File: src/sv/olir_pkg.sv
`timescale 1ns / 1ps
// ----------------------------------------------------------------------------
// olir_pkg: shared types for the ordered list core
// Action and status codes, the per-cell shift command and its encoding.
// ----------------------------------------------------------------------------
package olir_pkg;

  // Index fields are wide enough for any supported list depth (up to 256).
  localparam int unsigned IDX_BITS = 9;

  typedef enum logic [2:0] {
    ACT_GET    = 3'd0,
    ACT_SET    = 3'd1,
    ACT_INSERT = 3'd2,
    ACT_APPEND = 3'd3,
    ACT_POP    = 3'd4
  } act_e;

  typedef enum logic [1:0] {
    ST_OK    = 2'd0,
    ST_RANGE = 2'd1,
    ST_EMPTY = 2'd2,
    ST_FULL  = 2'd3
  } status_e;

  typedef enum logic [1:0] {
    CELL_HOLD   = 2'd0,
    CELL_WRITE  = 2'd1,
    CELL_INSERT = 2'd2,
    CELL_REMOVE = 2'd3
  } cell_op_e;

  // Broadcast to every cell in the chain each cycle.
  typedef struct packed {
    cell_op_e            op;
    logic [IDX_BITS-1:0] sel;     // target index of the write or shift
    logic [IDX_BITS-1:0] lim;     // entry count before the operation
    logic [IDX_BITS-1:0] rd_pos;  // index whose word is read out
  } cell_cmd_t;

endpackage

File: src/sv/ordered_list_insert_remove_core.sv
`timescale 1ns / 1ps
// ----------------------------------------------------------------------------
// ordered_list_insert_remove_core: fixed-capacity ordered list of words
// A chain of cells that performs get, set, insert, append and pop.
// ----------------------------------------------------------------------------
// Usage:
// The input channel (in_valid_i / in_ready_o) carries one transaction per
// operation: an action code, a position and a data word. The output channel
// (out_valid_o / out_ready_i) returns exactly one transaction per input: the
// word read by get or removed by pop (zero otherwise), a status code and the
// entry count after the operation.
// The result is registered at the edge that accepts the input. Throughput
// is one operation per cycle while the receiver takes results, because every
// cell of the chain loads its neighbor's word in the same cycle, so an insert
// or pop moves all entries at once. Reading an entry is an AND-OR combine over
// the cells, which sets the critical path together with the index compares.
// A new input is accepted whenever the output register is empty or being
// emptied in the same cycle; a stalled receiver therefore stalls the input
// after one held result.
// Reset empties the list (count zero) and drops any pending result. The cell
// contents are not cleared: entries at or above the count are never read.
// ----------------------------------------------------------------------------
module ordered_list_insert_remove_core import olir_pkg::*; #(
  parameter int unsigned DEPTH     = 16,
  parameter int unsigned WORD_BITS = 32
) (
  input  logic                           clk_i,
  input  logic                           rst_ni,
  input  logic                           in_valid_i,
  output logic                           in_ready_o,
  input  logic [2:0]                     action_i,
  input  logic [7:0]                     position_i,
  input  logic [31:0]                    item_value_i,
  output logic                           out_valid_o,
  input  logic                           out_ready_i,
  output logic [31:0]                    read_value_o,
  output logic [1:0]                     status_o,
  output logic [$clog2(DEPTH+1)-1:0]     count_o
);

  localparam int unsigned CNT_W = $clog2(DEPTH + 1);
  // Stored width: input words are 32 bits, masked to WORD_BITS.
  localparam int unsigned SW = (WORD_BITS < 32) ? WORD_BITS : 32;

  logic [CNT_W-1:0] count_q, count_d;
  logic             out_valid_q;
  logic [31:0]      read_value_q, read_value_d;
  status_e          status_q, status_d;
  logic [CNT_W-1:0] out_count_q;

  logic             accept;
  cell_cmd_t        cmd;
  cell_op_e         op_sel;
  logic [IDX_BITS-1:0] sel;
  logic [IDX_BITS-1:0] pos_ext, n_ext;
  logic             in_range, full;
  logic [SW-1:0]    new_word;
  logic [SW-1:0]    words [DEPTH];
  logic [SW-1:0]    rd_parts [DEPTH];
  logic [SW-1:0]    rd_word;

  assign in_ready_o = !out_valid_q || out_ready_i;
  assign accept     = in_valid_i && in_ready_o;

  assign pos_ext  = IDX_BITS'(position_i);
  assign n_ext    = IDX_BITS'(count_q);
  assign in_range = pos_ext < n_ext;
  assign full     = count_q == CNT_W'(DEPTH);
  assign new_word = item_value_i[SW-1:0];

  // The word at the requested position, gathered from all cells.
  always_comb begin
    rd_word = '0;
    for (int unsigned i = 0; i < DEPTH; i++) begin
      rd_word = rd_word | rd_parts[i];
    end
  end

  // Decode the action into a cell command, a result and the next count.
  always_comb begin
    op_sel       = CELL_HOLD;
    sel          = pos_ext;
    count_d      = count_q;
    status_d     = ST_OK;
    read_value_d = '0;
    case (action_i)
      ACT_GET: begin
        if (in_range) read_value_d = 32'(rd_word);
        else          status_d     = ST_RANGE;
      end
      ACT_SET: begin
        if (in_range) op_sel   = CELL_WRITE;
        else          status_d = ST_RANGE;
      end
      ACT_INSERT: begin
        if (full) begin
          status_d = ST_FULL;
        end else begin
          // An insert past the end acts as an append.
          op_sel  = CELL_INSERT;
          sel     = (pos_ext > n_ext) ? n_ext : pos_ext;
          count_d = count_q + CNT_W'(1);
        end
      end
      ACT_APPEND: begin
        if (full) begin
          status_d = ST_FULL;
        end else begin
          op_sel  = CELL_WRITE;
          sel     = n_ext;
          count_d = count_q + CNT_W'(1);
        end
      end
      ACT_POP: begin
        if (count_q == '0) begin
          status_d = ST_EMPTY;
        end else if (!in_range) begin
          status_d = ST_RANGE;
        end else begin
          op_sel       = CELL_REMOVE;
          read_value_d = 32'(rd_word);
          count_d      = count_q - CNT_W'(1);
        end
      end
      default: begin
        // Unused action codes do nothing and report success.
      end
    endcase
  end

  assign cmd.op     = accept ? op_sel : CELL_HOLD;
  assign cmd.sel    = sel;
  assign cmd.lim    = n_ext;
  assign cmd.rd_pos = pos_ext;

  // The chain: each cell sees its lower and upper neighbor.
  for (genvar g = 0; g < DEPTH; g++) begin : g_cell
    logic [SW-1:0] lower, upper;
    if (g == 0) begin : g_first
      assign lower = '0;
    end else begin : g_mid_lo
      assign lower = words[g-1];
    end
    if (g == DEPTH - 1) begin : g_last
      assign upper = '0;
    end else begin : g_mid_hi
      assign upper = words[g+1];
    end
    olir_cell #(
      .IDX (g),
      .SW  (SW)
    ) u_cell (
      .clk_i      (clk_i),
      .cmd_i      (cmd),
      .new_word_i (new_word),
      .lower_i    (lower),
      .upper_i    (upper),
      .word_o     (words[g]),
      .rd_o       (rd_parts[g])
    );
  end

  always_ff @(posedge clk_i or negedge rst_ni) begin
    if (!rst_ni) begin
      count_q     <= '0;
      out_valid_q <= 1'b0;
    end else begin
      if (accept) begin
        count_q     <= count_d;
        out_valid_q <= 1'b1;
      end else if (out_ready_i) begin
        out_valid_q <= 1'b0;
      end
    end
  end

  // Result payload: loaded with each accepted transaction.
  always_ff @(posedge clk_i) begin
    if (accept) begin
      read_value_q <= read_value_d;
      status_q     <= status_d;
      out_count_q  <= count_d;
    end
  end

  assign out_valid_o  = out_valid_q;
  assign read_value_o = read_value_q;
  assign status_o     = status_q;
  assign count_o      = out_count_q;

endmodule

File: src/sv/olir_cell.sv
`timescale 1ns / 1ps
// ----------------------------------------------------------------------------
// olir_cell: one storage cell of the ordered list chain
// Holds one word; loads the new word, its lower neighbor or its upper neighbor.
// ----------------------------------------------------------------------------
module olir_cell import olir_pkg::*; #(
  parameter int unsigned IDX = 0,
  parameter int unsigned SW  = 32
) (
  input  logic          clk_i,
  input  cell_cmd_t     cmd_i,
  input  logic [SW-1:0] new_word_i,
  input  logic [SW-1:0] lower_i,
  input  logic [SW-1:0] upper_i,
  output logic [SW-1:0] word_o,
  output logic [SW-1:0] rd_o
);

  localparam logic [IDX_BITS-1:0] MY_IDX  = IDX_BITS'(IDX);
  localparam logic [IDX_BITS-1:0] NEXT_IX = IDX_BITS'(IDX + 1);

  logic [SW-1:0] word_q, word_d;

  always_comb begin
    word_d = word_q;
    case (cmd_i.op)
      CELL_WRITE: begin
        if (MY_IDX == cmd_i.sel) word_d = new_word_i;
      end
      CELL_INSERT: begin
        // Entries from the insert point up to the old end move up one place.
        if (MY_IDX == cmd_i.sel) begin
          word_d = new_word_i;
        end else if (MY_IDX > cmd_i.sel && MY_IDX <= cmd_i.lim) begin
          word_d = lower_i;
        end
      end
      CELL_REMOVE: begin
        // Entries above the removed one move down to close the gap.
        if (MY_IDX >= cmd_i.sel && NEXT_IX < cmd_i.lim) word_d = upper_i;
      end
      default: word_d = word_q;
    endcase
  end

  always_ff @(posedge clk_i) begin
    word_q <= word_d;
  end

  assign word_o = word_q;
  assign rd_o   = (MY_IDX == cmd_i.rd_pos) ? word_q : '0;

endmodule

File: config.mk
export PLATFORM = sky130hd
export DESIGN_NAME = ordered_list_insert_remove_core
export DESIGN_NICKNAME = d
export VERILOG_FILES = /design/src/sv/olir_pkg.sv /design/src/sv/ordered_list_insert_remove_core.sv /design/src/sv/olir_cell.sv
export SDC_FILE = /design/constraint.sdc
export NUM_CORES = 2
export LEC_CHECK = 0
export BUFFER_PORTS_ARGS = -buffer_cell sky130_fd_sc_hd__buf_2
export CAP_MARGIN = 20
export CORE_MARGIN = 2
export CORE_UTILIZATION = 57
export DETAILED_ROUTE_END_ITERATION = 7
export PLACE_DENSITY_LB_ADDON = 0.15
export SLEW_MARGIN = 20
export SYNTH_ARGS = -nofsm -noshare
export SYNTH_HDL_FRONTEND = slang
export SYNTH_SLANG_ARGS = --single-unit
File: constraint.sdc
create_clock -name clk_i -period 5.4 [get_ports clk_i]
set_input_delay 1.62 -clock clk_i [delete_from_list [all_inputs] [get_ports clk_i]]
set_output_delay 1.62 -clock clk_i [all_outputs]
set_load 0.02 [all_outputs]
* Word-level counts from Yosys, hierarchy flattened *
Cells that the tools add are included.

cells by class
  add/subtract/negate cells = 2
  equality and inequality tests = 86
  muxes and demuxes = 120
  reduce and logical (&&, ||, !) cells = 59
  magnitude comparators = 66
  bitwise operators = 15

operator list
  kind                                                        number
  two-way mux 32 bit                                          82
  one-hot mux 32 bit (3 select lines)                         16
  bitwise OR 32 bit                                           15
  equality test 4 x 8 -> 1 bit (first input constant)         16
  equality test 3 x 8 -> 1 bit (first input constant)         8
  >= comparator 4 x 8 -> 1 bit (first input constant)         8
  > comparator 4 x 8 -> 1 bit (first input constant)          8
  inequality test 2 x 1 -> 1 bit (second input constant)      32
  one-hot mux 32 bit (2 select lines)                         1
  AND reduction 4 bit                                         16
  inequality test 3 x 1 -> 1 bit (second input constant)      16
  <= comparator 4 x 5 -> 1 bit (first input constant)         8
  less-than comparator 4 x 5 -> 1 bit (first input constant)  8
  logical AND 1 bit                                           33
  equality test 2 x 8 -> 1 bit (first input constant)         4
  >= comparator 3 x 8 -> 1 bit (first input constant)         4
  > comparator 3 x 8 -> 1 bit (first input constant)          4
  two-way mux 8 bit                                           3
  <= comparator 3 x 5 -> 1 bit (first input constant)         4
  less-than comparator 3 x 5 -> 1 bit (first input constant)  4
  logical NOT 9 bit                                           2
  equality test 1 x 8 -> 1 bit (first input constant)         2
  >= comparator 1 x 8 -> 1 bit (first input constant)         2
  >= comparator 2 x 8 -> 1 bit (first input constant)         2
  other kinds (31)                                            50

word-level totals
  register bits after elaboration = 557
  output and inout bits = 41
  word-level logic and storage cells = 369
  input bits = 47

* Depth between registers and ports, before layout *
  depth in word-level cells = 20
  depth in mapped cells = 14
  mapped depth without buffers = 10

* Cells and area by module *
Synthesis repeated with hierarchy kept, for this count alone.

unflattened totals
  cells, all modules = 4135
  area total of the unflattened synthesis = 41005.6 µm²

modules (own cells, without submodules)
  module                           area each (µm²)  times used  cells each
  ordered_list_insert_remove_core  3612.2           1           353
  olir_cell (g_cell[5].u_cell)     3074.2           1           316
  olir_cell (g_cell[4].u_cell)     3052.9           1           314
  olir_cell (g_cell[14].u_cell)    2748.9           1           311
  olir_cell (g_cell[0].u_cell)     2651.3           1           306
  olir_cell (g_cell[7].u_cell)     2597.5           1           304
  olir_cell (g_cell[12].u_cell)    2537.4           1           274
  olir_cell (g_cell[2].u_cell)     2494.9           1           270
  olir_cell (g_cell[3].u_cell)     2384.8           1           269
  olir_cell (g_cell[8].u_cell)     2264.7           1           232
  olir_cell (g_cell[1].u_cell)     2043.2           1           160
  olir_cell (g_cell[10].u_cell)    1950.6           1           197
  olir_cell (g_cell[13].u_cell)    1945.6           1           168
  olir_cell (g_cell[6].u_cell)     1925.6           1           165
  3 more rows                      n/a              n/a         n/a

* Least setup slack after synthesis *
OpenSTA, ideal clock, no wires.

  path kind = input-to-reg
  start point = input port out_ready_i
  end point = register g_cell[5].u_cell.word_q[0] (enable)
  data required time = 4920 ps
  arrival = 6392 ps
  buffers on the path = 1
  path slack = -1472 ps
  stages on the path = 8
  cell sequence = nand2b_1 > nand2_1 > clkinv_1 > and3_1 > clkbuf_1 > nor3_2 > a22oi_1 > a311oi_1

on the way
  cells in the longest elaborated chain, start to end = 6
  elaborated cells on any way between the ends = 11

ends and longest elaborated chain
  item                                                                        RTL line                                RTL
  from (decl)                                                                 ordered_list_insert_remove_core.sv:35   input logic out_ready_i,
  logical OR 1 bit *                                                          ordered_list_insert_remove_core.sv:62   assign in_ready_o = !out_valid_q || out_ready_i;
  logical AND 1 bit *                                                         ordered_list_insert_remove_core.sv:63   assign accept = in_valid_i && in_ready_o;
  named net accept                                                            ordered_list_insert_remove_core.sv:51   logic accept;
  two-way mux 2 bit *                                                         ordered_list_insert_remove_core.sv:131  assign cmd.op = accept ? op_sel : CELL_HOLD;
  equality test 2 bit / equality test 2 x 1 -> 1 bit (equally long branches)  olir_cell.sv:26                         case (cmd_i.op)
  inequality test 3 x 1 -> 1 bit (no line) (tied with other cells)            n/a
  AND reduction 4 bit (no line) *                                             n/a
  to (signal assigned)                                                        olir_cell.sv:47                         word_q <= word_d;
  to (decl)                                                                   olir_cell.sv:22                         logic [SW-1:0] word_q, word_d;

Mark *: on every way through the listed nets, which the timed path passes. The rest lies on a longest branch.
A chain may end at the register's enable or synchronous reset.

* Worst setup path after layout *
  start point = input port position_i[3]
  end point = register g_cell[15].u_cell.word_q[12], data pin

on the way
  cells in the longest elaborated chain, start to end = 7
  elaborated cells on any way between the ends = 17

ends and longest elaborated chain
  item                                                                                             RTL line                                                                        RTL
  from (decl)                                                                                      ordered_list_insert_remove_core.sv:32                                           input logic [7:0] position_i,
  > comparator 8 x 5 -> 1 bit / less-than comparator 8 x 5 -> 1 bit (equally long branches)        ordered_list_insert_remove_core.sv:101, ordered_list_insert_remove_core.sv:67
  two-way mux 8 bit / two-way mux 2 bit (equally long branches)                                    ordered_list_insert_remove_core.sv:101, ordered_list_insert_remove_core.sv:117
  two-way mux 8 bit / two-way mux 2 bit (equally long branches)                                    ordered_list_insert_remove_core.sv:96, ordered_list_insert_remove_core.sv:115
  one-hot mux 8 bit (2 select lines) / one-hot mux 2 bit (4 select lines) (equally long branches)  ordered_list_insert_remove_core.sv:86                                           case (action_i)
  equality test 4 x 8 -> 1 bit / two-way mux 2 bit (equally long branches)                         olir_cell.sv:32, ordered_list_insert_remove_core.sv:131
  two-way mux 32 bit (tied with other cells)                                                       olir_cell.sv:32                                                                 if (MY_IDX == cmd_i.sel) begin
  one-hot mux 32 bit (3 select lines) *                                                            olir_cell.sv:26
  named net g_cell[15].u_cell.word_d[12]                                                           olir_cell.sv:22
  to (signal assigned)                                                                             olir_cell.sv:47
  to (decl)                                                                                        olir_cell.sv:22

Marked as above.

==> results.txt <==
Worst slew margin relative to its limit = 20.1%
Routed vias/inst = 7.95
CP endpoint kind = flip-flop
Starting Density = 57.5%
Count of final max-slew check failures = 0
CTS Buf Count = 60
Netlist Area Pre-Place = 29400 sq um
Vias = 27481
Sinks on the clock net = 557
Number of enable-type register cells in the synthesized netlist = 551
Setup crit start kind = primary input
Post-route cell area = 33500 sq um
Top-area cell type share of the netlist area = 56.2%
Max rail drop VDD = 0.277 mV
Number of antenna violations at the first check in global routing = 3
Layout cells sized above 1 = 15.1%
Fin crit share = 86.7%
Worst Max-Slew Pin Slew = 1.20 ns
Number of violations reported at the end of detailed-routing iteration 0 = 5421
Setup-failing EPs final = 0
Post-route insts no fill = 3457
Global-route congestion overflow total = 0
Critical path fanouts, max = 32
DIE AREA = 53500 sq um
Most numerous cell types in the synthesized netlist = 551 x sky130_fd_sc_hd__edfxtp_1, 440 x sky130_fd_sc_hd__nor2_1, 337 x sky130_fd_sc_hd__o22ai_1
Floorplan row count = 83
Power per cell area = 315 nW/um^2
Number of gates resized after cts = 0
Worst Path Required = 5.89 ns
DIE HEIGHT = 231 um
Clock slew at the register clock pins of the worst setup and hold paths = 0.06 ns
Insertion delay of the later-clocked pin in the worst-skew pair = 0.65 ns
Die W = 231 um
Cell variety after synth = 75
Flip-flop and latch count after synthesis = 557
Total cell area at the placement stage = 31500 sq um
DP Cell Count = 3345
Leakage power summed over all cells = 11.2 nW
First-pass GRT wire length = 176000 um
Sequential-to-total area share from yosys stat = 56.7%
Number of global-route vias before repair = 26059
HPWL after DPL = 67900 um
Total setup buffers inserted after CTS = 0
Clock Path Buffers = 3
Crit path time final = 4.68 ns
IO Port Bufs = 87
Drt pass-1 iters = 7
Total detailed-routing wirelength = 123000 um
Critical Path AT = 5.17 ns
Total global routing track utilization = 45.2%
Post-synth top area cell = sky130_fd_sc_hd__edfxtp_1
Largest cells by area after synthesis = sky130_fd_sc_hd__edfxtp_1 56%, sky130_fd_sc_hd__o22ai_1 7.2%, sky130_fd_sc_hd__nor2_1 5.6%, sky130_fd_sc_hd__a22o_1 4.8%, sky130_fd_sc_hd__a22oi_1 3.1%
Max Clk Rate = 0.214 GHz
Post-synthesis net count = 2773
Yosys warning total = 0
Residual DRC count = 0
Clock Root Buffer = sky130_fd_sc_hd__clkbuf_16
Setup Crit Path Kind = in2reg
Commonest register cell after synthesis = sky130_fd_sc_hd__edfxtp_1
Syn Area/Cell = 10.8 sq um
TritonCTS clock tree = built
RSZ-0062 raised after global routing = false
Average wire per cell in the routed design = 35.6 um
Count of pins on the block boundary = 88
Antenna-violating nets left = 0
Number of buffers added to fix hold violations after cts = 0
Routability congestion estimate from global placement = 0.943
Classification of the worst-slack hold path = reg2reg
Clock Skews = 0.0351 ns
Proportion of register bits with asynchronous set or reset after synthesis = 1.08%
Final net count = 2784
Max cap viols = 0
Area growth, synth to finish = 13.7%
Worst hold margin = 0.524 ns
Maximum level of the CTS H-tree = 2
Floorplan core area = 51200 sq um
Pin count of the biggest net entering global routing = 136
Library cell with the highest instance count after synthesis = sky130_fd_sc_hd__edfxtp_1
Gate Count Post-Synth = 2716
Outcome = finished clean
Hold Vio Cnt, Final = 0
==> worst max-delay path: stages <==
cell                       delay, ns
sky130_fd_sc_hd__buf_2          0.17
sky130_fd_sc_hd__ha_1           0.34
sky130_fd_sc_hd__and3_1         0.19
sky130_fd_sc_hd__and3_1         0.24
sky130_fd_sc_hd__a211oi_4       0.55
sky130_fd_sc_hd__nor2_1         0.24
sky130_fd_sc_hd__mux2i_1        0.44
sky130_fd_sc_hd__and2_1         0.27
sky130_fd_sc_hd__a21o_2         0.83
sky130_fd_sc_hd__a22o_1         0.24
==> where the power goes <==
group	internal, mW	switching (mW)	leakage (nW)
Combinational	0.434	1.06	5.15
Clock	2.33	1.78	0.931
Sequential	4.88	0.0528	5.07
Total	7.64	2.89	11.2
==> metal layers <==
layer	vias to the layer above	global-route usage [%]	wire [um]	share of wire [%]
li1	10837	-	-	-
met1	12825	59.6	41000	33
met2	3018	64.4	50700	41
met3	799	16.4	21800	18
met4	2	25.8	9470	7.7
met5	-	0	11	0.0089
==> flip-flops by register name, summed over array words and instances (netlist names) <==
register              flops
g_cell.u_cell.word_o    512
read_value_o             32
count_o                   5
count_q                   5
status_o                  2
out_valid_o               1
==> kinds of logic (layout without fill, tap and decap cells) <==
| kind of cell | after synthesis | count (layout) | synth area share (%) |
|---|---|---|---|
| compound gates | 1109 | 1109 | 27.6 |
| buf+inv | 301 | 359 | 4.40 |
| other cells | 0 | 3 | 0 |
| fa+ha+maj | 10 | 10 | 0.425 |
| mux | 4 | 4 | 0.145 |
| flops | 557 | 557 | 56.7 |
| xor+xnor | 2 | 2 | 0.0595 |
| simple gates | 733 | 733 | 10.6 |
==> cell type report <==
| class | count | area, sq um |
|---|---|---|
| clock inverters | 40 | 344 |
| repair buffers | 209 | 1940 |
| fillers | 3936 | 17700 |
| diodes | 3 | 7.51 |
| inverters | 41 | 154 |
| flip-flops and latches | 557 | 16700 |
| clock buffers | 69 | 1560 |
| well taps | 680 | 851 |
| multi-input cells | 1858 | 11900 |
==> per-stage QoR <==
stage | utilization, % | setup TNS [ns] | worst slack [ns] | power [mW]
detailed placement | 61.6 | 0 | 0.223 | 6.45
finish | 65.4 | 0 | 0.721 | 10.5
CTS | 65.3 | 0 | 0.889 | 10.5
global route | 65.4 | 0 | 0.694 | 10.8
floorplan | - | -70.62 | -0.396 | 5.90
global placement | 61.6 | 0 | 0.282 | 6.43
==> cell usage in the layout (no fill, tap or decap), types with 7 or more instances in the layout <==
cell | Yosys | layout
sky130_fd_sc_hd__a221oi_1 | 100 | 98
sky130_fd_sc_hd__and3_1 | 38 | 38
sky130_fd_sc_hd__nand2b_1 | 7 | 7
sky130_fd_sc_hd__inv_1 | 38 | 38
sky130_fd_sc_hd__o22ai_1 | 337 | 337
sky130_fd_sc_hd__nor2_4 | 1 | 21
sky130_fd_sc_hd__clkbuf_16 | 0 | 61
sky130_fd_sc_hd__clkinv_2 | 0 | 8
sky130_fd_sc_hd__o221a_2 | 32 | 32
sky130_fd_sc_hd__nor3_1 | 17 | 12
sky130_fd_sc_hd__buf_4 | 10 | 75
sky130_fd_sc_hd__a31oi_1 | 36 | 35
sky130_fd_sc_hd__or3_1 | 33 | 33
sky130_fd_sc_hd__edfxtp_1 | 551 | 551
sky130_fd_sc_hd__a22o_1 | 160 | 160
sky130_fd_sc_hd__o21a_1 | 34 | 34
sky130_fd_sc_hd__o31ai_4 | 6 | 7
sky130_fd_sc_hd__nand3_1 | 10 | 10
sky130_fd_sc_hd__buf_2 | 77 | 87
sky130_fd_sc_hd__ha_1 | 10 | 10
sky130_fd_sc_hd__o21ai_0 | 18 | 18
sky130_fd_sc_hd__o22a_1 | 33 | 33
sky130_fd_sc_hd__clkbuf_1 | 158 | 8
sky130_fd_sc_hd__nor2_1 | 440 | 420
sky130_fd_sc_hd__a22oi_1 | 123 | 123
sky130_fd_sc_hd__nand2_1 | 149 | 146
sky130_fd_sc_hd__buf_12 | 0 | 47
sky130_fd_sc_hd__a21oi_1 | 157 | 155
sky130_fd_sc_hd__clkinv_1 | 2 | 24
==> path summary, 6_finish.rpt <==
kind	start	depth (start not counted)	endpoint	slack, ns
max in group asynchronous	rst_ni	1	count_q[1]	4.46
setup reg to reg	count_q[0]	11	g_cell[15].u_cell.word_o[12]	0.94
hold reg to reg	out_valid_o	2	out_valid_o	0.52
min in group asynchronous	rst_ni	1	count_q[2]	0.79
setup / recovery	position_i[3]	10	g_cell[15].u_cell.word_o[12]	0.72
hold / removal	out_valid_o	2	out_valid_o	0.52
Power figures use the tool's default switching activity.
